<file path="config.mk">
export PLATFORM = sky130hd
export DESIGN_NAME = voxel_facet_neighbor_cycle_order
export DESIGN_NICKNAME = d
export VERILOG_FILES = /design/src/hdl/vfnco_pkg.sv /design/src/hdl/vfnco_fifo.sv /design/src/hdl/vfnco_front.sv /design/src/hdl/vfnco_back.sv /design/src/hdl/voxel_facet_neighbor_cycle_order.sv
export SDC_FILE = /design/constraint.sdc
export NUM_CORES = 2
export LEC_CHECK = 0
export ABC_AREA = 1
export BUFFER_PORTS_ARGS = -buffer_cell sky130_fd_sc_hd__buf_2
export CORE_AREA = 10 10 383 385
export CTS_CLUSTER_DIAMETER = 200
export DETAILED_ROUTE_END_ITERATION = 6
export DIE_AREA = 0 0 393 395
export GPL_TIMING_DRIVEN = 0
export MAX_ROUTING_LAYER = met4
export PLACE_DENSITY_LB_ADDON = 0.25
export SLEW_MARGIN = 20
export SYNTH_ARGS = -nofsm -noshare
export SYNTH_HDL_FRONTEND = slang
export SYNTH_SLANG_ARGS = --single-unit
</file>
<file path="constraint.sdc">
create_clock -name clk_i -period 24.6 [get_ports clk_i]
set_input_delay 1.23 -clock clk_i [delete_from_list [all_inputs] [get_ports clk_i]]
set_output_delay 1.23 -clock clk_i [all_outputs]
set_load 0.01 [all_outputs]
</file>
<file path="src/hdl/vfnco_pkg.sv">
package vfnco_pkg;

  // Port field widths
  localparam int unsigned FIELD_BITS     = 16;
  localparam int unsigned KIND_BITS      = 3;
  localparam int unsigned NB_BITS        = 51;
  localparam int unsigned NB_KIND_LSB    = 48;
  localparam int unsigned SRC_BITS       = 2;

  // Defaults for top-level parameters
  localparam int unsigned COORD_BITS_DEF  = 16;
  localparam int unsigned QUEUE_DEPTH_DEF = 2;

  // Axis indices
  localparam int unsigned AXIS_X = 0;
  localparam int unsigned AXIS_Y = 1;
  localparam int unsigned AXIS_Z = 2;

  // Face kinds
  localparam logic [KIND_BITS-1:0] KIND_NEG_X = 3'd0;
  localparam logic [KIND_BITS-1:0] KIND_NEG_Y = 3'd1;
  localparam logic [KIND_BITS-1:0] KIND_NEG_Z = 3'd2;
  localparam logic [KIND_BITS-1:0] KIND_POS_Z = 3'd3;
  localparam logic [KIND_BITS-1:0] KIND_POS_Y = 3'd4;
  localparam logic [KIND_BITS-1:0] KIND_POS_X = 3'd5;

  // Sign of the facet normal along its own axis
  typedef enum logic [1:0] {
    NRM_NONE,
    NRM_NEG,
    NRM_POS
  } nrm_sign_e;

  // Control part of one queued request
  typedef struct packed {
    logic [SRC_BITS-1:0] src0;
    logic [SRC_BITS-1:0] src1;
    logic [SRC_BITS-1:0] src2;
    logic [SRC_BITS-1:0] src3;
    logic                found;
    nrm_sign_e           sign;
  } slot_ctrl_t;

  // Corner offset of a facet: bit 0 is x, bit 1 is y, bit 2 is z
  function automatic logic [2:0] corner_off(input logic [KIND_BITS-1:0] kind,
                                            input logic [1:0] idx);
    logic [11:0] row;
    begin
      unique case (kind)
        KIND_NEG_X: row = {3'b000, 3'b100, 3'b110, 3'b010};
        KIND_NEG_Y: row = {3'b101, 3'b100, 3'b000, 3'b001};
        KIND_NEG_Z: row = {3'b001, 3'b000, 3'b010, 3'b011};
        KIND_POS_Z: row = {3'b100, 3'b101, 3'b111, 3'b110};
        KIND_POS_Y: row = {3'b011, 3'b010, 3'b110, 3'b111};
        KIND_POS_X: row = {3'b101, 3'b001, 3'b011, 3'b111};
        default:    row = 12'b0;
      endcase
      corner_off = row[3*idx +: 3];
    end
  endfunction

  // One component of the facet normal; unknown kinds give zero
  function automatic logic signed [1:0] normal_comp(input logic [KIND_BITS-1:0] kind,
                                                    input int unsigned axis);
    logic signed [1:0] n;
    begin
      n = 2'sd0;
      unique case (kind)
        KIND_NEG_X: if (axis == AXIS_X) n = -2'sd1;
        KIND_NEG_Y: if (axis == AXIS_Y) n = -2'sd1;
        KIND_NEG_Z: if (axis == AXIS_Z) n = -2'sd1;
        KIND_POS_Z: if (axis == AXIS_Z) n = 2'sd1;
        KIND_POS_Y: if (axis == AXIS_Y) n = 2'sd1;
        KIND_POS_X: if (axis == AXIS_X) n = 2'sd1;
        default:    n = 2'sd0;
      endcase
      normal_comp = n;
    end
  endfunction

endpackage

</file>
<file path="src/hdl/vfnco_fifo.sv">
module vfnco_fifo #(
  parameter int unsigned WIDTH = 8,
  parameter int unsigned DEPTH = 2
) (
  input  logic             clk_i,
  input  logic             rst_ni,
  input  logic             push_i,
  input  logic [WIDTH-1:0] data_i,
  output logic             ready_o,
  output logic             valid_o,
  input  logic             pop_i,
  output logic [WIDTH-1:0] data_o
);

  localparam int unsigned PtrW = (DEPTH > 1) ? $clog2(DEPTH) : 1;
  localparam int unsigned CntW = $clog2(DEPTH + 1);

  logic [WIDTH-1:0] mem_q [DEPTH];
  logic [PtrW-1:0]  wr_ptr_q, wr_ptr_d;
  logic [PtrW-1:0]  rd_ptr_q, rd_ptr_d;
  logic [CntW-1:0]  count_q, count_d;
  logic             do_push, do_pop;

  assign ready_o = (count_q != CntW'(DEPTH));
  assign valid_o = (count_q != '0);
  assign data_o  = mem_q[rd_ptr_q];
  assign do_push = push_i && ready_o;
  assign do_pop  = pop_i && valid_o;

  // Advance pointers with wrap and track fill level
  always_comb begin
    wr_ptr_d = wr_ptr_q;
    rd_ptr_d = rd_ptr_q;
    count_d  = count_q;
    if (do_push) begin
      wr_ptr_d = (wr_ptr_q == PtrW'(DEPTH - 1)) ? '0 : wr_ptr_q + 1'b1;
    end
    if (do_pop) begin
      rd_ptr_d = (rd_ptr_q == PtrW'(DEPTH - 1)) ? '0 : rd_ptr_q + 1'b1;
    end
    if (do_push && !do_pop) begin
      count_d = count_q + 1'b1;
    end else if (do_pop && !do_push) begin
      count_d = count_q - 1'b1;
    end
  end

  always_ff @(posedge clk_i or negedge rst_ni) begin
    if (!rst_ni) begin
      wr_ptr_q <= '0;
      rd_ptr_q <= '0;
      count_q  <= '0;
    end else begin
      wr_ptr_q <= wr_ptr_d;
      rd_ptr_q <= rd_ptr_d;
      count_q  <= count_d;
    end
  end

  // Store pushed request
  always_ff @(posedge clk_i) begin
    if (do_push) begin
      mem_q[wr_ptr_q] <= data_i;
    end
  end

endmodule

</file>
<file path="src/hdl/vfnco_front.sv">
module vfnco_front #(
  parameter int unsigned COORD_BITS = vfnco_pkg::COORD_BITS_DEF
) (
  input  logic [vfnco_pkg::FIELD_BITS-1:0] facet_x_i,
  input  logic [vfnco_pkg::FIELD_BITS-1:0] facet_y_i,
  input  logic [vfnco_pkg::FIELD_BITS-1:0] facet_z_i,
  input  logic [vfnco_pkg::KIND_BITS-1:0]  facet_kind_i,
  input  logic [vfnco_pkg::NB_BITS-1:0]    neighbor_zero_i,
  input  logic [vfnco_pkg::NB_BITS-1:0]    neighbor_one_i,
  input  logic [vfnco_pkg::NB_BITS-1:0]    neighbor_two_i,
  input  logic [vfnco_pkg::NB_BITS-1:0]    neighbor_three_i,
  output vfnco_pkg::slot_ctrl_t            ctrl_o,
  output logic signed [COORD_BITS+2:0]     pa_o,
  output logic signed [COORD_BITS+2:0]     pb_o,
  output logic signed [COORD_BITS+2:0]     qa_o,
  output logic signed [COORD_BITS+2:0]     qb_o
);

  localparam int unsigned DW = COORD_BITS + 3;

  logic [vfnco_pkg::NB_BITS-1:0]   nb_raw [4];
  logic [COORD_BITS-1:0]           nb_p   [4][3];
  logic [vfnco_pkg::KIND_BITS-1:0] nb_k   [4];
  logic [COORD_BITS-1:0]           fp     [3];
  logic [2:0]                      offs   [4][4];
  logic [COORD_BITS:0]             crn    [4][4][3];
  logic [3:1]                      share;
  logic [1:0]                      opp_idx;
  logic                            found;
  logic [1:0]                      perm0, perm1, perm2, perm3;
  logic signed [DW-1:0]            fm [3];
  logic signed [DW-1:0]            am [3];
  logic signed [DW-1:0]            bm [3];
  logic signed [DW-1:0]            d  [3];
  logic signed [DW-1:0]            e  [3];
  logic signed [1:0]               fn [3];
  logic signed [1:0]               an [3];
  logic signed [1:0]               bn [3];

  assign nb_raw[0] = neighbor_zero_i;
  assign nb_raw[1] = neighbor_one_i;
  assign nb_raw[2] = neighbor_two_i;
  assign nb_raw[3] = neighbor_three_i;
  assign fp[vfnco_pkg::AXIS_X] = facet_x_i[COORD_BITS-1:0];
  assign fp[vfnco_pkg::AXIS_Y] = facet_y_i[COORD_BITS-1:0];
  assign fp[vfnco_pkg::AXIS_Z] = facet_z_i[COORD_BITS-1:0];

  // Unpack neighbours and build their corners
  always_comb begin
    for (int j = 0; j < 4; j++) begin
      nb_k[j] = nb_raw[j][vfnco_pkg::NB_KIND_LSB +: vfnco_pkg::KIND_BITS];
      for (int c = 0; c < 3; c++) begin
        nb_p[j][c] = nb_raw[j][vfnco_pkg::FIELD_BITS*c +: COORD_BITS];
      end
      for (int i = 0; i < 4; i++) begin
        offs[j][i] = vfnco_pkg::corner_off(nb_k[j], 2'(i));
        for (int c = 0; c < 3; c++) begin
          crn[j][i][c] = {nb_p[j][c][COORD_BITS-1], nb_p[j][c]}
                       + {{COORD_BITS{1'b0}}, offs[j][i][c]};
        end
      end
    end
  end

  // Check each candidate for a corner shared with neighbour zero
  always_comb begin
    for (int j = 1; j < 4; j++) begin
      share[j] = 1'b0;
      for (int i = 0; i < 4; i++) begin
        for (int k = 0; k < 4; k++) begin
          if ((crn[0][i][0] == crn[j][k][0]) && (crn[0][i][1] == crn[j][k][1]) &&
              (crn[0][i][2] == crn[j][k][2])) begin
            share[j] = 1'b1;
          end
        end
      end
    end
  end

  // Pick the first opposite neighbour and swap it into slot two
  always_comb begin
    if (!share[1]) begin
      opp_idx = 2'd1;
    end else if (!share[2]) begin
      opp_idx = 2'd2;
    end else if (!share[3]) begin
      opp_idx = 2'd3;
    end else begin
      opp_idx = 2'd0;
    end
    found = ~&share;
    perm0 = (opp_idx == 2'd0) ? 2'd2 : 2'd0;
    perm1 = (opp_idx == 2'd1) ? 2'd2 : 2'd1;
    perm2 = opp_idx;
    perm3 = (opp_idx == 2'd3) ? 2'd2 : 2'd3;
  end

  // Doubled midpoints and the edge vectors d and e
  always_comb begin
    for (int c = 0; c < 3; c++) begin
      fn[c] = vfnco_pkg::normal_comp(facet_kind_i, c);
      an[c] = vfnco_pkg::normal_comp(nb_k[perm0], c);
      bn[c] = vfnco_pkg::normal_comp(nb_k[perm1], c);
      fm[c] = ({{3{fp[c][COORD_BITS-1]}}, fp[c]} << 1) + {{(DW-2){fn[c][1]}}, fn[c]};
      am[c] = ({{3{nb_p[perm0][c][COORD_BITS-1]}}, nb_p[perm0][c]} << 1)
            + {{(DW-2){an[c][1]}}, an[c]};
      bm[c] = ({{3{nb_p[perm1][c][COORD_BITS-1]}}, nb_p[perm1][c]} << 1)
            + {{(DW-2){bn[c][1]}}, bn[c]};
      d[c]  = am[c] - fm[c];
      e[c]  = bm[c] - am[c];
    end
  end

  // Select the cross-product component along the facet normal
  always_comb begin
    ctrl_o.src0  = perm0;
    ctrl_o.src1  = perm1;
    ctrl_o.src2  = perm2;
    ctrl_o.src3  = perm3;
    ctrl_o.found = found;
    unique case (facet_kind_i) inside
      vfnco_pkg::KIND_NEG_X, vfnco_pkg::KIND_POS_X: begin
        pa_o = d[vfnco_pkg::AXIS_Y];
        pb_o = e[vfnco_pkg::AXIS_Z];
        qa_o = d[vfnco_pkg::AXIS_Z];
        qb_o = e[vfnco_pkg::AXIS_Y];
      end
      vfnco_pkg::KIND_NEG_Y, vfnco_pkg::KIND_POS_Y: begin
        pa_o = d[vfnco_pkg::AXIS_Z];
        pb_o = e[vfnco_pkg::AXIS_X];
        qa_o = d[vfnco_pkg::AXIS_X];
        qb_o = e[vfnco_pkg::AXIS_Z];
      end
      vfnco_pkg::KIND_NEG_Z, vfnco_pkg::KIND_POS_Z: begin
        pa_o = d[vfnco_pkg::AXIS_X];
        pb_o = e[vfnco_pkg::AXIS_Y];
        qa_o = d[vfnco_pkg::AXIS_Y];
        qb_o = e[vfnco_pkg::AXIS_X];
      end
      default: begin
        pa_o = '0;
        pb_o = '0;
        qa_o = '0;
        qb_o = '0;
      end
    endcase
    unique case (facet_kind_i) inside
      vfnco_pkg::KIND_NEG_X, vfnco_pkg::KIND_NEG_Y, vfnco_pkg::KIND_NEG_Z:
        ctrl_o.sign = vfnco_pkg::NRM_NEG;
      vfnco_pkg::KIND_POS_X, vfnco_pkg::KIND_POS_Y, vfnco_pkg::KIND_POS_Z:
        ctrl_o.sign = vfnco_pkg::NRM_POS;
      default:
        ctrl_o.sign = vfnco_pkg::NRM_NONE;
    endcase
  end

endmodule

</file>
<file path="src/hdl/vfnco_back.sv">
module vfnco_back #(
  parameter int unsigned COORD_BITS = vfnco_pkg::COORD_BITS_DEF
) (
  input  logic                            clk_i,
  input  logic                            rst_ni,
  input  logic                            in_valid_i,
  output logic                            in_ready_o,
  input  vfnco_pkg::slot_ctrl_t           ctrl_i,
  input  logic signed [COORD_BITS+2:0]    pa_i,
  input  logic signed [COORD_BITS+2:0]    pb_i,
  input  logic signed [COORD_BITS+2:0]    qa_i,
  input  logic signed [COORD_BITS+2:0]    qb_i,
  output logic                            out_valid_o,
  input  logic                            out_ready_i,
  output logic [vfnco_pkg::SRC_BITS-1:0]  slot_zero_source_o,
  output logic [vfnco_pkg::SRC_BITS-1:0]  slot_one_source_o,
  output logic [vfnco_pkg::SRC_BITS-1:0]  slot_two_source_o,
  output logic [vfnco_pkg::SRC_BITS-1:0]  slot_three_source_o,
  output logic                            opposite_found_o
);

  localparam int unsigned DW = COORD_BITS + 3;
  localparam int unsigned PW = 2 * DW;

  logic                   s1_valid_q;
  vfnco_pkg::slot_ctrl_t  s1_ctrl_q;
  logic signed [PW-1:0]   s1_p_q, s1_q_q;
  logic signed [PW-1:0]   prod_p, prod_q;
  logic signed [PW:0]     cr;
  logic                   cr_neg, cr_pos, swap13;
  logic                   s1_ready, out_free;
  logic                   out_valid_q;
  logic [vfnco_pkg::SRC_BITS-1:0] src0_q, src1_q, src2_q, src3_q;
  logic                   found_q;

  assign out_free   = !out_valid_q || out_ready_i;
  assign s1_ready   = !s1_valid_q || out_free;
  assign in_ready_o = s1_ready;

  // Products of the selected cross-product terms
  assign prod_p = pa_i * pb_i;
  assign prod_q = qa_i * qb_i;

  always_ff @(posedge clk_i or negedge rst_ni) begin
    if (!rst_ni) begin
      s1_valid_q <= 1'b0;
    end else if (s1_ready) begin
      s1_valid_q <= in_valid_i;
    end
  end

  always_ff @(posedge clk_i) begin
    if (in_valid_i && s1_ready) begin
      s1_ctrl_q <= ctrl_i;
      s1_p_q    <= prod_p;
      s1_q_q    <= prod_q;
    end
  end

  // Sign test against the normal direction
  always_comb begin
    cr     = $signed({s1_p_q[PW-1], s1_p_q}) - $signed({s1_q_q[PW-1], s1_q_q});
    cr_neg = cr[PW];
    cr_pos = !cr_neg && (cr != '0);
    case (s1_ctrl_q.sign)
      vfnco_pkg::NRM_NEG: swap13 = cr_pos;
      vfnco_pkg::NRM_POS: swap13 = cr_neg;
      default:            swap13 = 1'b0;
    endcase
  end

  always_ff @(posedge clk_i or negedge rst_ni) begin
    if (!rst_ni) begin
      out_valid_q <= 1'b0;
    end else if (out_free) begin
      out_valid_q <= s1_valid_q;
    end
  end

  // Hold the result until taken
  always_ff @(posedge clk_i) begin
    if (s1_valid_q && out_free) begin
      src0_q  <= s1_ctrl_q.src0;
      src1_q  <= swap13 ? s1_ctrl_q.src3 : s1_ctrl_q.src1;
      src2_q  <= s1_ctrl_q.src2;
      src3_q  <= swap13 ? s1_ctrl_q.src1 : s1_ctrl_q.src3;
      found_q <= s1_ctrl_q.found;
    end
  end

  assign out_valid_o         = out_valid_q;
  assign slot_zero_source_o  = src0_q;
  assign slot_one_source_o   = src1_q;
  assign slot_two_source_o   = src2_q;
  assign slot_three_source_o = src3_q;
  assign opposite_found_o    = found_q;

endmodule

</file>
<file path="src/hdl/voxel_facet_neighbor_cycle_order.sv">
// A request passes through the queue write, the product register and the output
// register in that order; a stall on out_ready_i can hold it between them.
// Throughput: one request per cycle while out_ready_i does not stall; the queue and
// the two back stages each take one request a cycle.
// Reset: rst_ni clears the queue and all valid flags at once; no clearing pass.
module voxel_facet_neighbor_cycle_order #(
  parameter int unsigned COORD_BITS  = vfnco_pkg::COORD_BITS_DEF,
  parameter int unsigned QUEUE_DEPTH = vfnco_pkg::QUEUE_DEPTH_DEF
) (
  input  logic                            clk_i,
  input  logic                            rst_ni,
  input  logic                            in_valid_i,
  output logic                            in_ready_o,
  input  logic [vfnco_pkg::FIELD_BITS-1:0] facet_x_i,
  input  logic [vfnco_pkg::FIELD_BITS-1:0] facet_y_i,
  input  logic [vfnco_pkg::FIELD_BITS-1:0] facet_z_i,
  input  logic [vfnco_pkg::KIND_BITS-1:0]  facet_kind_i,
  input  logic [vfnco_pkg::NB_BITS-1:0]    neighbor_zero_i,
  input  logic [vfnco_pkg::NB_BITS-1:0]    neighbor_one_i,
  input  logic [vfnco_pkg::NB_BITS-1:0]    neighbor_two_i,
  input  logic [vfnco_pkg::NB_BITS-1:0]    neighbor_three_i,
  output logic                            out_valid_o,
  input  logic                            out_ready_i,
  output logic [vfnco_pkg::SRC_BITS-1:0]  slot_zero_source_o,
  output logic [vfnco_pkg::SRC_BITS-1:0]  slot_one_source_o,
  output logic [vfnco_pkg::SRC_BITS-1:0]  slot_two_source_o,
  output logic [vfnco_pkg::SRC_BITS-1:0]  slot_three_source_o,
  output logic                            opposite_found_o
);

  localparam int unsigned DW = COORD_BITS + 3;
  localparam int unsigned CW = $bits(vfnco_pkg::slot_ctrl_t);
  localparam int unsigned QW = CW + 4 * DW;

  vfnco_pkg::slot_ctrl_t  fr_ctrl, bk_ctrl;
  logic signed [DW-1:0]   fr_pa, fr_pb, fr_qa, fr_qb;
  logic signed [DW-1:0]   bk_pa, bk_pb, bk_qa, bk_qb;
  logic [QW-1:0]          q_wdata, q_rdata;
  logic                   q_valid, bk_ready;

  // Classify the request
  vfnco_front #(
    .COORD_BITS(COORD_BITS)
  ) u_front (
    .facet_x_i       (facet_x_i),
    .facet_y_i       (facet_y_i),
    .facet_z_i       (facet_z_i),
    .facet_kind_i    (facet_kind_i),
    .neighbor_zero_i (neighbor_zero_i),
    .neighbor_one_i  (neighbor_one_i),
    .neighbor_two_i  (neighbor_two_i),
    .neighbor_three_i(neighbor_three_i),
    .ctrl_o          (fr_ctrl),
    .pa_o            (fr_pa),
    .pb_o            (fr_pb),
    .qa_o            (fr_qa),
    .qb_o            (fr_qb)
  );

  assign q_wdata = {fr_ctrl, fr_pa, fr_pb, fr_qa, fr_qb};

  // Queue between front and back
  vfnco_fifo #(
    .WIDTH(QW),
    .DEPTH(QUEUE_DEPTH)
  ) u_queue (
    .clk_i  (clk_i),
    .rst_ni (rst_ni),
    .push_i (in_valid_i),
    .data_i (q_wdata),
    .ready_o(in_ready_o),
    .valid_o(q_valid),
    .pop_i  (bk_ready),
    .data_o (q_rdata)
  );

  assign bk_ctrl = q_rdata[QW-1 -: CW];
  assign bk_pa   = q_rdata[4*DW-1 -: DW];
  assign bk_pb   = q_rdata[3*DW-1 -: DW];
  assign bk_qa   = q_rdata[2*DW-1 -: DW];
  assign bk_qb   = q_rdata[DW-1:0];

  // Sign test and final order
  vfnco_back #(
    .COORD_BITS(COORD_BITS)
  ) u_back (
    .clk_i              (clk_i),
    .rst_ni             (rst_ni),
    .in_valid_i         (q_valid),
    .in_ready_o         (bk_ready),
    .ctrl_i             (bk_ctrl),
    .pa_i               (bk_pa),
    .pb_i               (bk_pb),
    .qa_i               (bk_qa),
    .qb_i               (bk_qb),
    .out_valid_o        (out_valid_o),
    .out_ready_i        (out_ready_i),
    .slot_zero_source_o (slot_zero_source_o),
    .slot_one_source_o  (slot_one_source_o),
    .slot_two_source_o  (slot_two_source_o),
    .slot_three_source_o(slot_three_source_o),
    .opposite_found_o   (opposite_found_o)
  );

endmodule

</file>
Yosys cells after proc, flatten, opt, wreduce, memory -nomap -nowiden. Memories as Yosys holds them, arrays and structs flattened. Index checks and enable logic that the tools add are counted.

$add $sub $neg: 68. Multipliers: 2. Order comparisons: 2. Eq/ne operators: 184. Muxes and demuxes: 93. Bitwise operators: 2. Reduce and logical (&&, ||, !) cells: 127.

Operators by type and width (count): equality test 17 bit (144); adder 16 x 2 -> 17 bit (48); case mux 12 bit (6 select lines) (4); case mux 19 bit (3 select lines) (4); binary-select mux 48 bit (select 2 bit) (2); two-way mux 48 bit (4); adder 17 x 2 -> 18 bit (9); subtractor 19 bit (6); logical AND 1 bit (102); multiplier 19 x 19 -> 38 bit (2); two-way mux 1 bit (53); equality test 3 x 2 -> 1 bit, second input constant (14); equality test 3 bit, second input constant (14); case mux 2 bit (2 select lines) (10); nonzero test 39 bit (1); subtractor 38 x 38 -> 39 bit (1); equality test 3 x 1 -> 1 bit, second input constant (7); zero test 3 bit (7); two-way mux 2 bit (9); binary-select mux 3 bit (select 2 bit) (2); two-way mux 3 bit (4); greater-or-equal comparator 3 bit, second input constant (2); zero test 1 bit (6); inverter 2 -> 3 bit (2); other kinds (13) (21).

Register bits after elaboration: 102. Memory bits (writable): 172. Bits of input ports: 259. Output and inout port bits: 11. Memories kept: 1.

Memory list: u_queue.mem_q (depth 2, bits a word 86, read ports 1, clocked after memory_dff 0, write ports 1, RTL line vfnco_fifo.sv:18) `logic [WIDTH-1:0] mem_q [DEPTH];`.

Longest topological paths before layout.
Depth in word-level cells: 36. Gate-level depth with buffers: 63. Mapped depth without buffers: 60.

Cells and area by module. Synthesis repeated with hierarchy kept, for this count alone.

Cell total of the unflattened synthesis: 13956. Area, all modules: 85280.5 sq um.

Modules (own cells, without submodules): vfnco_front (times used 1, cells an instance 9237, area each 44625.3 sq um, seq. area each 0.0 sq um); vfnco_back (times used 1, cells an instance 4236, area each 34106.5 sq um, seq. area each 2932.8 sq um); vfnco_fifo (times used 1, cells an instance 483, area each 6548.8 sq um, seq. area each 5325.1 sq um).

Worst setup path after synthesis. OpenSTA, ideal clock, no wires.

Path type: input -> register. From: input neighbor_three_i[49] (netlist name). To: memory u_queue.mem_q[0][17] (netlist name), data pin. Arrival: 8643 ps. Required time: 24335 ps. Path slack: 15692 ps. Stages on the path: 51. Cell sequence: ha_1 -> o21bai_1 -> nor2_1 -> o21a_1 -> ha_1 -> ha_1 -> nand3_1 -> inv_1 -> nand2_1 -> o21ai_0 -> nand2_1 -> nand2_1 -> nand3_1 -> nor2_1 -> nand2_1 -> nor2_1 -> nand2_1 -> nand3_1 -> [15 not listed] -> a21oi_1 -> o21bai_1 -> a21o_1 -> a21oi_1 -> nor2_1 -> o21ai_0 -> nand2_1 -> a21oi_1 -> o21bai_1 -> a21oi_1 -> o21bai_1 -> a21oi_1 -> o21bai_1 -> a21oi_1 -> o21ai_0 -> xor2_1 -> nand2_1 -> nand3_1.

Word-level cells in the longest chain between the ends: 36.

RTL lines: start, declared (RTL line voxel_facet_neighbor_cycle_order.sv:21) `input logic [vfnco_pkg::NB_BITS-1:0] neighbor_three_i,`; equality test 3 bit, or another cell as far along (RTL line vfnco_pkg.sv:49) `unique case (kind)`; case mux 12 bit (6 select lines) (RTL line vfnco_pkg.sv:49); adder 16 x 2 -> 17 bit (RTL line vfnco_front.sv:59) `+ {{COORD_BITS{1'b0}}, offs[j][i][c]};`; equality test 17 bit (RTL line vfnco_front.sv:71) `if ((crn[0][i][0] == crn[j][k][0]) && (crn[0][i][1] == crn[j][k][1]) &&`; logical AND 1 bit (2 in series) (RTL line vfnco_front.sv:71); two-way mux 1 bit (16 in series) (RTL line vfnco_front.sv:71); two-way mux 2 bit (RTL line vfnco_front.sv:86) `end else if (!share[3]) begin`; two-way mux 2 bit (RTL line vfnco_front.sv:84) `end else if (!share[2]) begin`; [4 not listed]; binary-select mux 3 bit (select 2 bit) (on tied branches) (RTL line vfnco_front.sv:103, vfnco_front.sv:102); two-way mux 3 bit (on tied branches) (2 in series) (RTL line vfnco_front.sv:103, vfnco_front.sv:102); equality test 3 bit, or another cell as far along (RTL line vfnco_pkg.sv:68) `unique case (kind)`; case mux 2 bit (2 select lines) (RTL line vfnco_pkg.sv:68); adder 17 x 2 -> 18 bit (on tied branches) (RTL line vfnco_front.sv:108, vfnco_front.sv:106); subtractor 19 bit (RTL line vfnco_front.sv:110) `e[c] = bm[c] - am[c];`; case mux 19 bit (3 select lines) (*) (RTL line vfnco_front.sv:121) `unique case (facet_kind_i) inside`; net fr_qb[17] (RTL line voxel_facet_neighbor_cycle_order.sv:36) `logic signed [DW-1:0] fr_pa, fr_pb, fr_qa, fr_qb;`; end, declared (RTL line vfnco_fifo.sv:18).

Mark *: on every way through the listed nets, which the timed path passes. The rest lies on a longest branch. The select of a mux whose other input is x is not followed.

Final worst setup path.
From: input neighbor_zero_i[49] (netlist name). To: memory u_queue.mem_q[0][55] (netlist name), data pin.

Word-level cells in the longest chain between the ends: 36.

RTL lines: start, declared (RTL line voxel_facet_neighbor_cycle_order.sv:18) `input logic [vfnco_pkg::NB_BITS-1:0] neighbor_zero_i,`; equality test 3 bit, or another cell as far along (RTL line vfnco_pkg.sv:49); case mux 12 bit (6 select lines) (RTL line vfnco_pkg.sv:49); adder 16 x 2 -> 17 bit (RTL line vfnco_front.sv:59); equality test 17 bit (RTL line vfnco_front.sv:71); logical AND 1 bit (2 in series) (RTL line vfnco_front.sv:71); two-way mux 1 bit (16 in series) (RTL line vfnco_front.sv:71); two-way mux 2 bit (RTL line vfnco_front.sv:86); two-way mux 2 bit (RTL line vfnco_front.sv:84); [4 not listed]; binary-select mux 3 bit (select 2 bit) (on tied branches) (RTL line vfnco_front.sv:103, vfnco_front.sv:102); two-way mux 3 bit (on tied branches) (2 in series) (RTL line vfnco_front.sv:103, vfnco_front.sv:102); equality test 3 bit, or another cell as far along (RTL line vfnco_pkg.sv:68); case mux 2 bit (2 select lines) (RTL line vfnco_pkg.sv:68); adder 17 x 2 -> 18 bit (on tied branches) (RTL line vfnco_front.sv:108, vfnco_front.sv:106); subtractor 19 bit (RTL line vfnco_front.sv:110); case mux 19 bit (3 select lines) (*) (RTL line vfnco_front.sv:121); net fr_pb[17] (RTL line voxel_facet_neighbor_cycle_order.sv:36).

Marked as above.

==> metrics <==
# fillers 12586; routability cong. 1.225; crit-path max cell delay 0.66 ns; cells after synthesis 13241; Seq/Total Area, Yosys 0.09726; Post-synth top flop edfxtp_1; final instance area 87450 um^2; Post-CTS Repair Setup Buffers 0; post-CTS sizing 0; reg2reg start u_queue.rd_ptr_q; setup TNS 0 ns; Final Hold Fails 0; Detailed Route WL 393.7 mm; DR iter-0 viols 14903; synth warn 0; placement-stage cell area 86370 um^2; die area 155200 um^2; total core area 138800 um^2; Setup Skew 0.05036 ns; layout cells sized above 1 0.05803; CTS H-tree lvls 1; pin count of the biggest net entering global routing 65; std cell rows 137; top post-synthesis cells by area nand2_1 (23%), fa_1 (18%), edfxtp_1 (9.5%); worst slew pin tran 1.401 ns; max-cap viol count 0; initial antenna violation count 74; clock sinks 269; Slew Limit Headroom 0.06348; Setup CP Type input port to flip-flop; FF+latch count, synth 269; Final Net Count 15086; Max Freq 0.08063 GHz; syn_area_per_cell 6.249 um^2; worst r2r path cells 36; TritonRoute pass-1 iters 7; post-route clock period utilization 0.5042; Via density 6.237; Synth cell types 64; Async S/R FF share, synth 0.02230; register area 8048 um^2; outcome finished, violations left; Vias 96081; Ports 270; Finish-stage setup viols 0; Post-synth EDFFs 263; Starting Density 0.5960; Clock transition at path regs 0.07 ns; crit path max fanout 11; minimum clock period 12.40 ns; area of the multi-input gates 66450 um^2; first-pass GRT wire length 568.8 mm; Setup crit start kind input port; Cell Area, Synth 82750 um^2; Horiz. Die Dim 393 um; Root Driver clkbuf_16; HPWL after DPL 321.1 mm; Final ANT Viol Nets 0; Setup crit end kind flip-flop; # DRC 128; arrival time at the worst endpoint 12.78 ns; flop-to-flop setup slack 13.73 ns; Port Buffer Count 204; area share of the largest cell type after synthesis 0.2295; clock insertion delay at the later pin of the skew report 0.62 ns; gr usage total 0.5029; failing checks design-rule violations; Num CTS Buffers 25; CP Launch Point neighbor_zero_i[49]; most used cell along the critical path nand2_1; RSZ-0062 raised after global routing no; Slowest-stage cell, CP clkbuf_2; Hold WC Path Type input port to asynchronous set/reset pin; Slew Limit Fails 0; Avg WL per Cell 25.56 um; synthesized net count 14836; Bufs on Longest Clock Path 3; Yosys top cell by area nand2_1; CTS Hold Bufs 0; Crit path required time 24.97 ns; die extent in y 395 um; FF-to-FF End u_back.s1_q_q[37]; grt total ovfl 0; via count of the first global-routing pass 90769; CTS tree built; area delta synth->final 5.678%
placed cells by master (no fill, tap or decap), types with 13 or more instances in the layout:
cell	count
nand2_1	5059
inv_1	1693
nor2_1	1327
nand3_1	792
fa_1	752
ha_1	584
xor2_1	456
a21oi_1	392
buf_2	350
o21ai_0	295
xnor2_1	282
edfxtp_1	263
nand4_1	237
clkbuf_1	166
o21ai_1	107
diode_2	89
or2_2	85
o21bai_1	73
nor2_2	61
nand2_2	54
nor3_1	49
buf_4	47
inv_2	30
o221ai_1	30
clkbuf_16	25
o21ai_2	23
nor2_4	23
o211ai_1	20
nand3_2	18
clkinv_1	18
buf_1	17
a21o_1	14
o22ai_1	13
worst max-delay path by stage:
stage	to	slack, ns	cells past startpoint
floorplan	u_queue.mem_q[0][17]	15.69	51
global placement	u_queue.mem_q[0][55]	12.07	50
detailed placement	u_queue.mem_q[0][55]	12.57	51
CTS	u_queue.mem_q[0][55]	13.10	51
global route	u_queue.mem_q[0][55]	12.14	51
finish	u_queue.mem_q[0][55]	12.20	51
final cells by class:
type                       count  share of cell area
multi-input combinational  10853              0.7598
inverter                    1742             0.07480
clock inverter                18            0.001975
sequential                   269             0.09203
antenna                       89            0.002547
buffer                       377             0.02075
clock buffer                  28            0.007283
timing repair buffer         223             0.01491
tap                         1807             0.02586
state kept, by name, indices dropped and copies added (netlist names), 2 cells and up:
name,count
u_back.s1_ctrl_q,9
u_back.s1_p_q,38
u_back.s1_q_q,38
u_back.slot_one_source_o,2
u_back.slot_three_source_o,2
u_back.slot_two_source_o,2
u_queue.count_q,2
u_queue.mem_q,170
metrics by stage:
step           hold slack (ns)  cells  worst slack (ns)  utilization
2_1_floorplan           0.4003  13241             15.69            -
3_3_place_gp            0.4104  15252             12.07       0.6196
3_5_place_dp            0.4068  15270             12.57       0.6220
4_1_cts                 0.4267  15316             13.10       0.6279
5_1_grt                 0.4235  15383             12.14       0.6294
6_report                0.4314  15406             12.20       0.6298
logic make-up (layout without fill, tap and decap cells):
family | count (synthesis) | in the layout | share of synthesized area
simple gates | 7742 | 7742 | 0.3822
buf+inv | 2119 | 2388 | 0.1009
fa+ha+maj | 1336 | 1336 | 0.2702
compound gates | 1028 | 1028 | 0.06966
xor+xnor | 745 | 745 | 0.07954
flops | 269 | 269 | 0.09726
other cells | 1 | 90 | 0.00004532
mux | 1 | 1 | 0.0001210
worst max-delay path, delay by kind of cell:
| family | cells | cell delay, ns |
|---|---|---|
| fa+ha+maj | 5 | 1.62 |
| xor+xnor | 2 | 0.79 |
| simple gates | 21 | 3.56 |
| buf+inv | 8 | 3.00 |
| compound gates | 15 | 2.52 |
Yosys cell counts (all sizes together), types with 3 or more instances:
master	number
ha	584
xor2	462
fa	752
clkbuf	165
a21boi	5
o31ai	6
nor3	52
buf	212
o22ai	13
o2111ai	5
a21o	14
a31oi	10
nand3	812
a22oi	9
nor4	7
a211oi	10
xnor2	283
nand4	237
o21bai	74
inv	1724
or2	86
o21ai	426
nand3b	10
nand2	5118
a21oi	393
edfxtp	263
dfrtp	6
nor2	1412
clkinv	18
and2	7
o21a	4
a22o	3
o211ai	20
a2111oi	3
o221ai	30
per-layer routing:
layer | vias to the layer above | routed length [um] | global-route usage
li1 | 41922 | - | -
met1 | 44003 | 134000 | 0.5800
met2 | 7921 | 157700 | 0.7027
met3 | 2235 | 60110 | 0.1780
met4 | 0 | 41900 | 0.3985
met5 | - | 0 | -
Power is left out: the tool's default activity adds up to more than one toggle a clock period on the data nets, which glitch-free logic cannot reach.
